--- src/sch_pkg.sv ---
package sch_pkg;

    localparam int FRACTION_BITS = 16;
    localparam int ARCTAN_STAGES = 16;

    localparam int GAIN_BITS = 16;
    localparam logic [GAIN_BITS-1:0] GAIN_RESET = 16'd13107;
    localparam int PRESCALE = 30;
    localparam int DEG_W = 9;
    localparam int FILT_W = DEG_W + FRACTION_BITS;
    localparam int CORDIC_W = 50;
    localparam int ANG_W = 50;
    localparam int IDX_W = (ARCTAN_STAGES > 1) ? $clog2(ARCTAN_STAGES) : 1;
    localparam int CNT_W = IDX_W;

    localparam logic signed [ANG_W-1:0] PICO_PER_DEG = 50'sd1000000000000;
    localparam logic signed [ANG_W-1:0] ANG_180 = 50'sd180000000000000;
    localparam logic signed [ANG_W-1:0] ANG_360 = 50'sd360000000000000;

    typedef struct packed {
        logic signed [15:0] field_x;
        logic signed [15:0] field_y;
    } t_in;

    typedef struct packed {
        logic [DEG_W-1:0] smoothed_degrees;
        logic [DEG_W-1:0] raw_degrees;
    } t_out;

    typedef struct packed {
        logic cap;
        logic prep;
        logic special;
        logic rot;
        logic wrap;
        logic div;
        logic fix;
        logic f_load;
        logic f_diff;
        logic f_unwrap;
        logic f_mul;
        logic f_acc;
        logic f_wrap;
        logic out_load;
        logic [IDX_W-1:0] idx;
    } t_cmd;

    typedef struct packed {
        logic special;
        logic primed;
        logic out_busy;
    } t_sts;

    // atan(2^-i) in units of 1e-12 degree
    function automatic logic signed [ANG_W-1:0] f_arctan(input logic [4:0] i);
        logic signed [ANG_W-1:0] v;
        case (i)
            5'd0:    v = 50'sd45000000000000;
            5'd1:    v = 50'sd26565051177078;
            5'd2:    v = 50'sd14036243467926;
            5'd3:    v = 50'sd7125016348902;
            5'd4:    v = 50'sd3576334374997;
            5'd5:    v = 50'sd1789910608246;
            5'd6:    v = 50'sd895173710211;
            5'd7:    v = 50'sd447614170861;
            5'd8:    v = 50'sd223810500369;
            5'd9:    v = 50'sd111905677066;
            5'd10:   v = 50'sd55952891894;
            5'd11:   v = 50'sd27976452617;
            5'd12:   v = 50'sd13988227142;
            5'd13:   v = 50'sd6994113675;
            5'd14:   v = 50'sd3497056851;
            5'd15:   v = 50'sd1748528427;
            5'd16:   v = 50'sd874264214;
            5'd17:   v = 50'sd437132107;
            5'd18:   v = 50'sd218566053;
            5'd19:   v = 50'sd109283027;
            5'd20:   v = 50'sd54641513;
            5'd21:   v = 50'sd27320757;
            5'd22:   v = 50'sd13660378;
            5'd23:   v = 50'sd6830189;
            default: v = '0;
        endcase
        return v;
    endfunction

endpackage

--- src/sch_ctrl.sv ---
module sch_ctrl (
    input  logic          i_clk,
    input  logic          i_rst_n,
    input  logic          i_in_valid,
    output logic          o_in_stall,
    input  sch_pkg::t_sts i_sts,
    output sch_pkg::t_cmd o_cmd
);
    import sch_pkg::*;

    localparam logic [3:0] S_IDLE   = 4'd0;
    localparam logic [3:0] S_CHECK  = 4'd1;
    localparam logic [3:0] S_ROT    = 4'd2;
    localparam logic [3:0] S_WRAP   = 4'd3;
    localparam logic [3:0] S_DIV    = 4'd4;
    localparam logic [3:0] S_FILT   = 4'd5;
    localparam logic [3:0] S_UNWRAP = 4'd6;
    localparam logic [3:0] S_MUL    = 4'd7;
    localparam logic [3:0] S_ACC    = 4'd8;
    localparam logic [3:0] S_FWRAP  = 4'd9;
    localparam logic [3:0] S_OUT    = 4'd10;
    localparam logic [3:0] S_FIX    = 4'd11;

    localparam logic [CNT_W-1:0] LAST_ROT = CNT_W'(ARCTAN_STAGES - 1);

    logic [3:0]       r_state, n_state;
    logic [CNT_W-1:0] r_cnt, n_cnt;

    assign o_in_stall = (r_state != S_IDLE);

    always_comb begin
        n_state    = r_state;
        n_cnt      = r_cnt;
        o_cmd      = '0;
        o_cmd.idx  = r_cnt[IDX_W-1:0];
        case (r_state)
            S_IDLE: begin
                if (i_in_valid) begin
                    o_cmd.cap = 1'b1;
                    n_state   = S_CHECK;
                end
            end
            S_CHECK: begin
                if (i_sts.special) begin
                    o_cmd.special = 1'b1;
                    n_state       = S_FILT;
                end else begin
                    o_cmd.prep = 1'b1;
                    n_cnt      = '0;
                    n_state    = S_ROT;
                end
            end
            S_ROT: begin
                o_cmd.rot = 1'b1;
                if (r_cnt == LAST_ROT) begin
                    n_state = S_WRAP;
                end else begin
                    n_cnt = r_cnt + 1'b1;
                end
            end
            S_WRAP: begin
                o_cmd.wrap = 1'b1;
                n_state    = S_DIV;
            end
            S_DIV: begin
                o_cmd.div = 1'b1;
                n_state   = S_FIX;
            end
            S_FIX: begin
                o_cmd.fix = 1'b1;
                n_state   = S_FILT;
            end
            S_FILT: begin
                if (!i_sts.primed) begin
                    o_cmd.f_load = 1'b1;
                    n_state      = S_OUT;
                end else begin
                    o_cmd.f_diff = 1'b1;
                    n_state      = S_UNWRAP;
                end
            end
            S_UNWRAP: begin
                o_cmd.f_unwrap = 1'b1;
                n_state        = S_MUL;
            end
            S_MUL: begin
                o_cmd.f_mul = 1'b1;
                n_state     = S_ACC;
            end
            S_ACC: begin
                o_cmd.f_acc = 1'b1;
                n_state     = S_FWRAP;
            end
            S_FWRAP: begin
                o_cmd.f_wrap = 1'b1;
                n_state      = S_OUT;
            end
            S_OUT: begin
                if (!i_sts.out_busy) begin
                    o_cmd.out_load = 1'b1;
                    n_state        = S_IDLE;
                end
            end
            default: begin
                n_state = S_IDLE;
            end
        endcase
    end

    always_ff @(posedge i_clk) begin
        if (!i_rst_n) begin
            r_state <= S_IDLE;
            r_cnt   <= '0;
        end else begin
            r_state <= n_state;
            r_cnt   <= n_cnt;
        end
    end

    a_accept_to_check: assert property (@(posedge i_clk) disable iff (!i_rst_n)
        (i_in_valid && !o_in_stall) |=> (r_state == S_CHECK))
        else $error("accepted transfer did not start processing");

    a_load_when_free: assert property (@(posedge i_clk) disable iff (!i_rst_n)
        o_cmd.out_load |-> !i_sts.out_busy)
        else $error("result loaded over a stalled result");

    a_rot_exit: assert property (@(posedge i_clk) disable iff (!i_rst_n)
        (r_state == S_ROT && r_cnt == LAST_ROT) |=> (r_state == S_WRAP))
        else $error("rotation did not end after last stage");

    a_one_filter_step: assert property (@(posedge i_clk) disable iff (!i_rst_n)
        $countones({o_cmd.f_load, o_cmd.f_diff, o_cmd.f_unwrap, o_cmd.f_mul,
                    o_cmd.f_acc, o_cmd.f_wrap, o_cmd.out_load}) <= 1)
        else $error("more than one filter command at once");

endmodule

--- src/sch_dp.sv ---
module sch_dp (
    input  logic                          i_clk,
    input  logic                          i_rst_n,
    input  sch_pkg::t_in                  i_in_data,
    output logic                          o_out_valid,
    input  logic                          i_out_stall,
    output sch_pkg::t_out                 o_out_data,
    input  logic                          i_cfg_we,
    input  logic [sch_pkg::GAIN_BITS-1:0] i_cfg_data,
    input  sch_pkg::t_cmd                 i_cmd,
    output sch_pkg::t_sts                 o_sts
);
    import sch_pkg::*;

    localparam int DIFF_W = FILT_W + 1;
    localparam int PROD_W = DIFF_W + GAIN_BITS + 1;
    localparam int SUM_W  = FILT_W + 2;

    // 1e12 = 2^12 * 5^12: drop the power of two, estimate from the top bits, correct by one
    localparam int POW2_SH  = 12;
    localparam int T1_W     = ANG_W - 1 - POW2_SH;
    localparam int EST_SH   = 20;
    localparam int T2_W     = T1_W - EST_SH;
    localparam int RECIP_W  = 25;
    localparam int RECIP_SH = 32;
    localparam int EST_P_W  = T2_W + RECIP_W;
    localparam int DDIV_W   = 28;
    localparam int BOUND_W  = DEG_W + 1 + DDIV_W;

    localparam logic [RECIP_W-1:0] RECIP   = 25'd18446744;
    localparam logic [DDIV_W-1:0]  DEG_DIV = 28'd244140625;

    localparam logic signed [DIFF_W-1:0] HALF_D = DIFF_W'(64'd180 << FRACTION_BITS);
    localparam logic signed [DIFF_W-1:0] FULL_D = DIFF_W'(64'd360 << FRACTION_BITS);
    localparam logic signed [SUM_W-1:0]  FULL_S = SUM_W'(64'd360 << FRACTION_BITS);

    logic [GAIN_BITS-1:0]       r_gain;
    logic                       r_primed;
    logic                       r_out_valid;
    t_out                       r_out;
    logic signed [15:0]         r_fx, r_fy;
    logic signed [CORDIC_W-1:0] r_x, r_y;
    logic signed [ANG_W-1:0]    r_ang;
    logic [DEG_W-1:0]           r_raw;
    logic [FILT_W-1:0]          r_filt;
    logic signed [DIFF_W-1:0]   r_diff;
    logic signed [PROD_W-1:0]   r_prod;
    logic signed [SUM_W-1:0]    r_sum;

    logic signed [16:0]         w_ax, w_ay, w_px, w_py;
    logic                       w_neg;
    logic signed [CORDIC_W-1:0] w_xs, w_ys;
    logic [T1_W-1:0]            w_t1;
    logic [T2_W-1:0]            w_t2;
    logic [EST_P_W-1:0]         w_est_p;
    logic [DEG_W-1:0]           w_est;
    logic [DEG_W:0]             w_raw_inc;
    logic [BOUND_W-1:0]         w_bound;
    logic signed [PROD_W-1:0]   w_shift;
    logic signed [SUM_W-1:0]    w_step;
    logic [DEG_W-1:0]           w_special;
    logic [FILT_W-1:0]          w_raw_q;

    assign w_ax  = {r_fy[15], r_fy};
    assign w_ay  = -{r_fx[15], r_fx};
    assign w_neg = w_ax[16];
    assign w_px  = w_neg ? -w_ax : w_ax;
    assign w_py  = w_neg ? -w_ay : w_ay;

    assign w_xs   = r_x >>> i_cmd.idx;
    assign w_ys   = r_y >>> i_cmd.idx;

    assign w_t1      = r_ang[ANG_W-2:POW2_SH];
    assign w_t2      = w_t1[T1_W-1:EST_SH];
    assign w_est_p   = w_t2 * RECIP;
    assign w_est     = w_est_p[RECIP_SH +: DEG_W];
    assign w_raw_inc = {1'b0, r_raw} + 1'b1;
    assign w_bound   = w_raw_inc * DEG_DIV;

    assign w_raw_q = {r_raw, {FRACTION_BITS{1'b0}}};
    assign w_shift = r_prod >>> GAIN_BITS;
    assign w_step  = {{(SUM_W-DIFF_W){w_shift[DIFF_W-1]}}, w_shift[DIFF_W-1:0]};

    always_comb begin
        if (r_fx == 16'sd0) begin
            w_special = r_fy[15] ? 9'd180 : 9'd0;
        end else begin
            w_special = r_fx[15] ? 9'd90 : 9'd270;
        end
    end

    assign o_sts.special  = (r_fx == 16'sd0) || (r_fy == 16'sd0);
    assign o_sts.primed   = r_primed;
    assign o_sts.out_busy = r_out_valid && i_out_stall;

    assign o_out_valid = r_out_valid;
    assign o_out_data  = r_out;

    always_ff @(posedge i_clk) begin
        if (!i_rst_n) begin
            r_gain      <= GAIN_RESET;
            r_primed    <= 1'b0;
            r_out_valid <= 1'b0;
            r_filt      <= '0;
        end else begin
            if (i_cfg_we) begin
                r_gain <= i_cfg_data;
            end
            if (i_cmd.out_load) begin
                r_out_valid <= 1'b1;
            end else if (r_out_valid && !i_out_stall) begin
                r_out_valid <= 1'b0;
            end
            if (i_cmd.f_load) begin
                r_filt   <= w_raw_q;
                r_primed <= 1'b1;
            end else if (i_cmd.f_wrap) begin
                if (r_sum < 0) begin
                    r_filt <= FILT_W'(r_sum + FULL_S);
                end else if (r_sum >= FULL_S) begin
                    r_filt <= FILT_W'(r_sum - FULL_S);
                end else begin
                    r_filt <= FILT_W'(r_sum);
                end
            end
        end
    end

    always_ff @(posedge i_clk) begin
        if (i_cmd.cap) begin
            r_fx <= i_in_data.field_x;
            r_fy <= i_in_data.field_y;
        end
        if (i_cmd.prep) begin
            r_x   <= {{(CORDIC_W-17){w_px[16]}}, w_px} <<< PRESCALE;
            r_y   <= {{(CORDIC_W-17){w_py[16]}}, w_py} <<< PRESCALE;
            r_ang <= w_neg ? ANG_180 : '0;
        end else if (i_cmd.rot) begin
            if (r_y > 0) begin
                r_x   <= r_x + w_ys;
                r_y   <= r_y - w_xs;
                r_ang <= r_ang + f_arctan(5'(i_cmd.idx));
            end else begin
                r_x   <= r_x - w_ys;
                r_y   <= r_y + w_xs;
                r_ang <= r_ang - f_arctan(5'(i_cmd.idx));
            end
        end else if (i_cmd.wrap) begin
            if (r_ang < 0) begin
                r_ang <= r_ang + ANG_360;
            end
        end
        if (i_cmd.special) begin
            r_raw <= w_special;
        end else if (i_cmd.div) begin
            r_raw <= w_est;
        end else if (i_cmd.fix && (BOUND_W'(w_t1) >= w_bound)) begin
            r_raw <= w_raw_inc[DEG_W-1:0];
        end
        if (i_cmd.f_diff) begin
            r_diff <= $signed({1'b0, w_raw_q}) - $signed({1'b0, r_filt});
        end else if (i_cmd.f_unwrap) begin
            if (r_diff > HALF_D) begin
                r_diff <= r_diff - FULL_D;
            end else if (r_diff < -HALF_D) begin
                r_diff <= r_diff + FULL_D;
            end
        end
        if (i_cmd.f_mul) begin
            r_prod <= r_diff * $signed({1'b0, r_gain});
        end
        if (i_cmd.f_acc) begin
            r_sum <= $signed({2'b00, r_filt}) + w_step;
        end
        if (i_cmd.out_load) begin
            r_out.smoothed_degrees <= r_filt[FILT_W-1:FRACTION_BITS];
            r_out.raw_degrees      <= r_raw;
        end
    end

endmodule

--- src/smoothed_compass_heading.sv ---
// Smoothed compass heading.
// Input channel: i_in_valid / o_in_stall carry one magnetometer sample
// (field_x, field_y); a transfer happens on a clock edge with valid high and
// stall low. Output channel: o_out_valid / i_out_stall carry the smoothed and
// raw heading in whole degrees, one result per sample, in order.
// Configuration: i_cfg_we writes i_cfg_data into the smoothing gain (Q0.16)
// at any edge; write it only while the block is idle.
// Steps from the input transfer to o_out_valid for a general sample: check,
// one rotation per arctangent stage, wrap, an estimate and a correction step
// to turn the angle into whole degrees, five filter steps, output load. A
// sample on an axis needs no rotation and goes from the check to the filter;
// the first sample after reset loads the filter instead of the filter steps.
// One sample is in work at a time and o_in_stall is high meanwhile; the next
// transfer can come in the cycle after the output load.
// The output register holds a finished result while the receiver stalls;
// the next sample is taken meanwhile and waits before its output load.
// Reset sets the gain to 13107 and clears the filter state and o_out_valid.
module smoothed_compass_heading (
    input  logic                          i_clk,
    input  logic                          i_rst_n,
    input  logic                          i_in_valid,
    output logic                          o_in_stall,
    input  sch_pkg::t_in                  i_in_data,
    output logic                          o_out_valid,
    input  logic                          i_out_stall,
    output sch_pkg::t_out                 o_out_data,
    input  logic                          i_cfg_we,
    input  logic [sch_pkg::GAIN_BITS-1:0] i_cfg_data
);
    import sch_pkg::*;

    t_cmd w_cmd;
    t_sts w_sts;

    sch_ctrl u_ctrl (
        .i_clk      (i_clk),
        .i_rst_n    (i_rst_n),
        .i_in_valid (i_in_valid),
        .o_in_stall (o_in_stall),
        .i_sts      (w_sts),
        .o_cmd      (w_cmd)
    );

    sch_dp u_dp (
        .i_clk       (i_clk),
        .i_rst_n     (i_rst_n),
        .i_in_data   (i_in_data),
        .o_out_valid (o_out_valid),
        .i_out_stall (i_out_stall),
        .o_out_data  (o_out_data),
        .i_cfg_we    (i_cfg_we),
        .i_cfg_data  (i_cfg_data),
        .i_cmd       (w_cmd),
        .o_sts       (w_sts)
    );

endmodule

--- config.mk ---
export PLATFORM = sky130hd
export DESIGN_NAME = smoothed_compass_heading
export DESIGN_NICKNAME = d
export VERILOG_FILES = /design/src/sch_pkg.sv /design/src/sch_ctrl.sv /design/src/sch_dp.sv /design/src/smoothed_compass_heading.sv
export SDC_FILE = /design/constraint.sdc
export NUM_CORES = 2
export LEC_CHECK = 0
export ABC_AREA = 1
export BUFFER_PORTS_ARGS = -buffer_cell sky130_fd_sc_hd__buf_2
export CAP_MARGIN = 20
export CORE_UTILIZATION = 60
export DETAILED_ROUTE_END_ITERATION = 12
export PLACE_DENSITY = 0.76
export SETUP_SLACK_MARGIN = 0.3
export SKIP_LAST_GASP = 1
export SLEW_MARGIN = 10
export SYNTH_ARGS = -nofsm -noshare
export SYNTH_HDL_FRONTEND = slang
export SYNTH_SLANG_ARGS = --single-unit
--- constraint.sdc ---
create_clock -name i_clk -period 7.98 [get_ports i_clk]
set_input_delay 1.596 -clock i_clk [delete_from_list [all_inputs] [get_ports i_clk]]
set_output_delay 1.596 -clock i_clk [all_outputs]
set_load 0.005 [all_outputs]
==> reports/metrics.cfg <==
[sta]
fin_tns_setup_ns = 0
drv_slew = 0
fin_crit_sh = 0.894
slew_headroom = 0.210
setup_violations = 0
tightestPinTransition_ns = 1.18
finalClockSkew_ns = 0.0644
period_needed_ns = 7.14
rsz0062_at_grt = no
timing_hold_violations_final = 0
max_freq_ghz = 0.140
finalWorstSetupSlack_ns = 0.844

[worst_hold_path]
hp-class = reg2reg

[synthesis]
synth_top_area_cell = fa_1
netlist.area_leader.share = 0.186
synth.distinct_cells = 66
synth_area_per_cell_um2 = 7.02
synth_area_mm2 = 0.0623
netlist_instances = 8877
synthTopCellsByArea = fa_1, nand2_1, ha_1
yosys_warnings = 0
ys_ff_latch = 385
synth_edf_count = 228
synth_flop_cell = edfxtp_1
async_reset_ff_frac = 0
syn_nets = 10119
ys_seq_area_frac = 0.160

[clock_tree]
cts_root_buffer = clkbuf_16
cts.sinks = 385
cts_tree = done
path_clk_slew_ns = 0.06
cts_buffer_depth = 3
clk_latency_ns = 0.69
hold_buffers = 0
cts_inserted_buffers = 49
cts.htree.levels = 2

[status]
outcome = complete, no violations

[drt]
num_vias = 60473
wirelength_um = 212000
vias_per_cell = 5.90
first_pass_iters = 8
drt.antenna.violating_nets = 0
post_drt_wl_per_cell_um = 20.7
drcViolationCount = 0
drt_iter0_drc = 5514

[cells_and_area]
nets = 10074
fin_area_mm2 = 0.0659
fill_cells = 9310
syn2layout_area_growth_pct = 5.75
final_cell_count_no_fill = 10249
drive_above_1_share = 0.0434

[global_route]
grt_max_degree = 95
grt_use_total = 0.397
grt_overflow = 0
grt_pass1_vias = 59595
antenna_found_initial = 15
grt_pass1_wl_um = 328000

[setup_path]
crit_top_cell = nand2_1
slowest_delay_ns = 0.50
required_ns = 8.29
critPathSlowestCell = edfxtp_1
worstSetupEndpointType = register
crit_fanout = 9
cp.arrival_ns = 7.45
worstSetupPathType = reg2reg
startpoint_type = register

[place]
place.port_buffers = 72
dp.cells = 10145
hpwl_um = 175000
gp_congestion = 1.03
place_ws_ns = 0.375
placed_area_mm2 = 0.0640

[flow_run]
drv_cap = 0

[floorplan]
coreArea_mm2 = 0.102
fp.dieH_um = 324
rows = 117
io-pin-count = 73
dieArea_mm2 = 0.105
die_w_um = 324
start_util = 0.609

[stage by stage]
stage | hold WS (ns) | util
final | 0.510 | 0.644
after global routing | 0.528 | 0.644
after CTS | 0.507 | 0.643
after detailed placement | 0.493 | 0.625
after global placement | 0.463 | 0.625
after floorplan | 0.434 | -
[synthesized netlist by cell type, drive strengths merged (4+ instances only)]
cell and instances:
clkbuf 163, inv 1594, o311ai 4, a21oi 612, edfxtp 228, o21ai 590
a21o 14, dfxtp 157, a211oi 12, o2111ai 4, nor2 696, ha 611
o21bai 18, nand3 662, nor3 96, or2 49, o221ai 6, fa 578
xnor2 102, xor2 186, nand3b 10, a21boi 24, o211ai 26, a32o 5
o31ai 19, nor4 57, mux2i 4, o22ai 19, buf 95, clkinv 5
nand2 2057, a22oi 6, nor3b 7, o21a 34, nand4 61, a31oi 46
[path summary, 6_finish.rpt]
kind                              end  slack [ns]  depth (start not counted)                startpoint
max           u_dp.r_raw[8]$_DFFE_PP_        0.84                         35   u_dp.r_raw[2]$_DFFE_PP_
min          u_dp.r_x[0]$_SDFFE_PP0P_        0.51                          2  u_dp.r_x[0]$_SDFFE_PP0P_
max reg2reg   u_dp.r_raw[8]$_DFFE_PP_        0.84                         35   u_dp.r_raw[2]$_DFFE_PP_
min reg2reg  u_dp.r_x[0]$_SDFFE_PP0P_        0.51                          2  u_dp.r_x[0]$_SDFFE_PP0P_
[cell usage in the layout (no fill, tap or decap), drive strengths merged, types with 8 or more instances in the layout]
cell	Yosys	routed
clkinv	5	22
a211oi	12	12
o21bai	18	18
o31ai	19	19
ha	611	611
inv	1594	1600
a21o	14	14
nand4	61	61
a21oi	612	612
dfxtp	157	157
nor4	57	57
nand3	662	662
o211ai	26	26
o21a	34	34
a21boi	24	24
nand2	2057	2057
edfxtp	228	228
o22ai	19	19
a31oi	46	46
xor2	186	186
nand3b	10	10
or2	49	49
diode	0	8
nor2	696	696
clkbuf	163	58
nor3	96	96
o21ai	590	590
fa	578	578
xnor2	102	102
buf	95	162
[logic make-up after synthesis]
logic type | Yosys count | synth area share
xor+xnor | 288 | 0.0405
compound gates | 1454 | 0.128
buf+inv | 1857 | 0.115
simple gates | 3700 | 0.248
fa+ha+maj | 1189 | 0.308
mux | 4 | 0.000642
flops | 385 | 0.160
[critical path: cells and delay by family (launching register included)]
family | cells | cell delay, ns
adders and majority gates | 7 | 2.86
and+or+nand+nor | 17 | 1.85
AOI/OAI and AO/OA | 4 | 0.77
buffers and inverters | 6 | 0.70
DFF | 1 | 0.50
xor gates and xnor gates | 1 | 0.16
[cell type report]
cell class                      count  area (um^2)  area share
Clock buffer                       58         1340      0.0204
Inverter                         1599         6010      0.0911
Multi-Input combinational cell   6635        45300       0.687
Antenna cell                        8         20.0    0.000304
Sequential cell                   385        10000       0.152
Timing Repair Buffer              162         1100      0.0167
Clock inverter                     34          470     0.00714
Tap cell                         1368         1710      0.0260
[layer usage]
| layer | global-route usage | part of all wire | up-vias |
|---|---|---|---|
| met5 | 0 | 0.00023 | - |
| met2 | 0.656 | 0.46 | 2578 |
| met1 | 0.484 | 0.39 | 28695 |
| met4 | 0.259 | 0.075 | 8 |
| li1 | - | - | 28467 |
| met3 | 0.0592 | 0.075 | 725 |
[what timing repair did]
| item | 4_1_cts | 5_1_grt |
|---|---|---|
| gates resized for setup | 0 | 5 |
| endpoints found under the setup margin | 0 | 9 |
| buffers inserted | 0 | 0 |
Power is left out: the tool's default activity adds up to more than one toggle a clock period on the data nets, which glitch-free logic cannot reach.
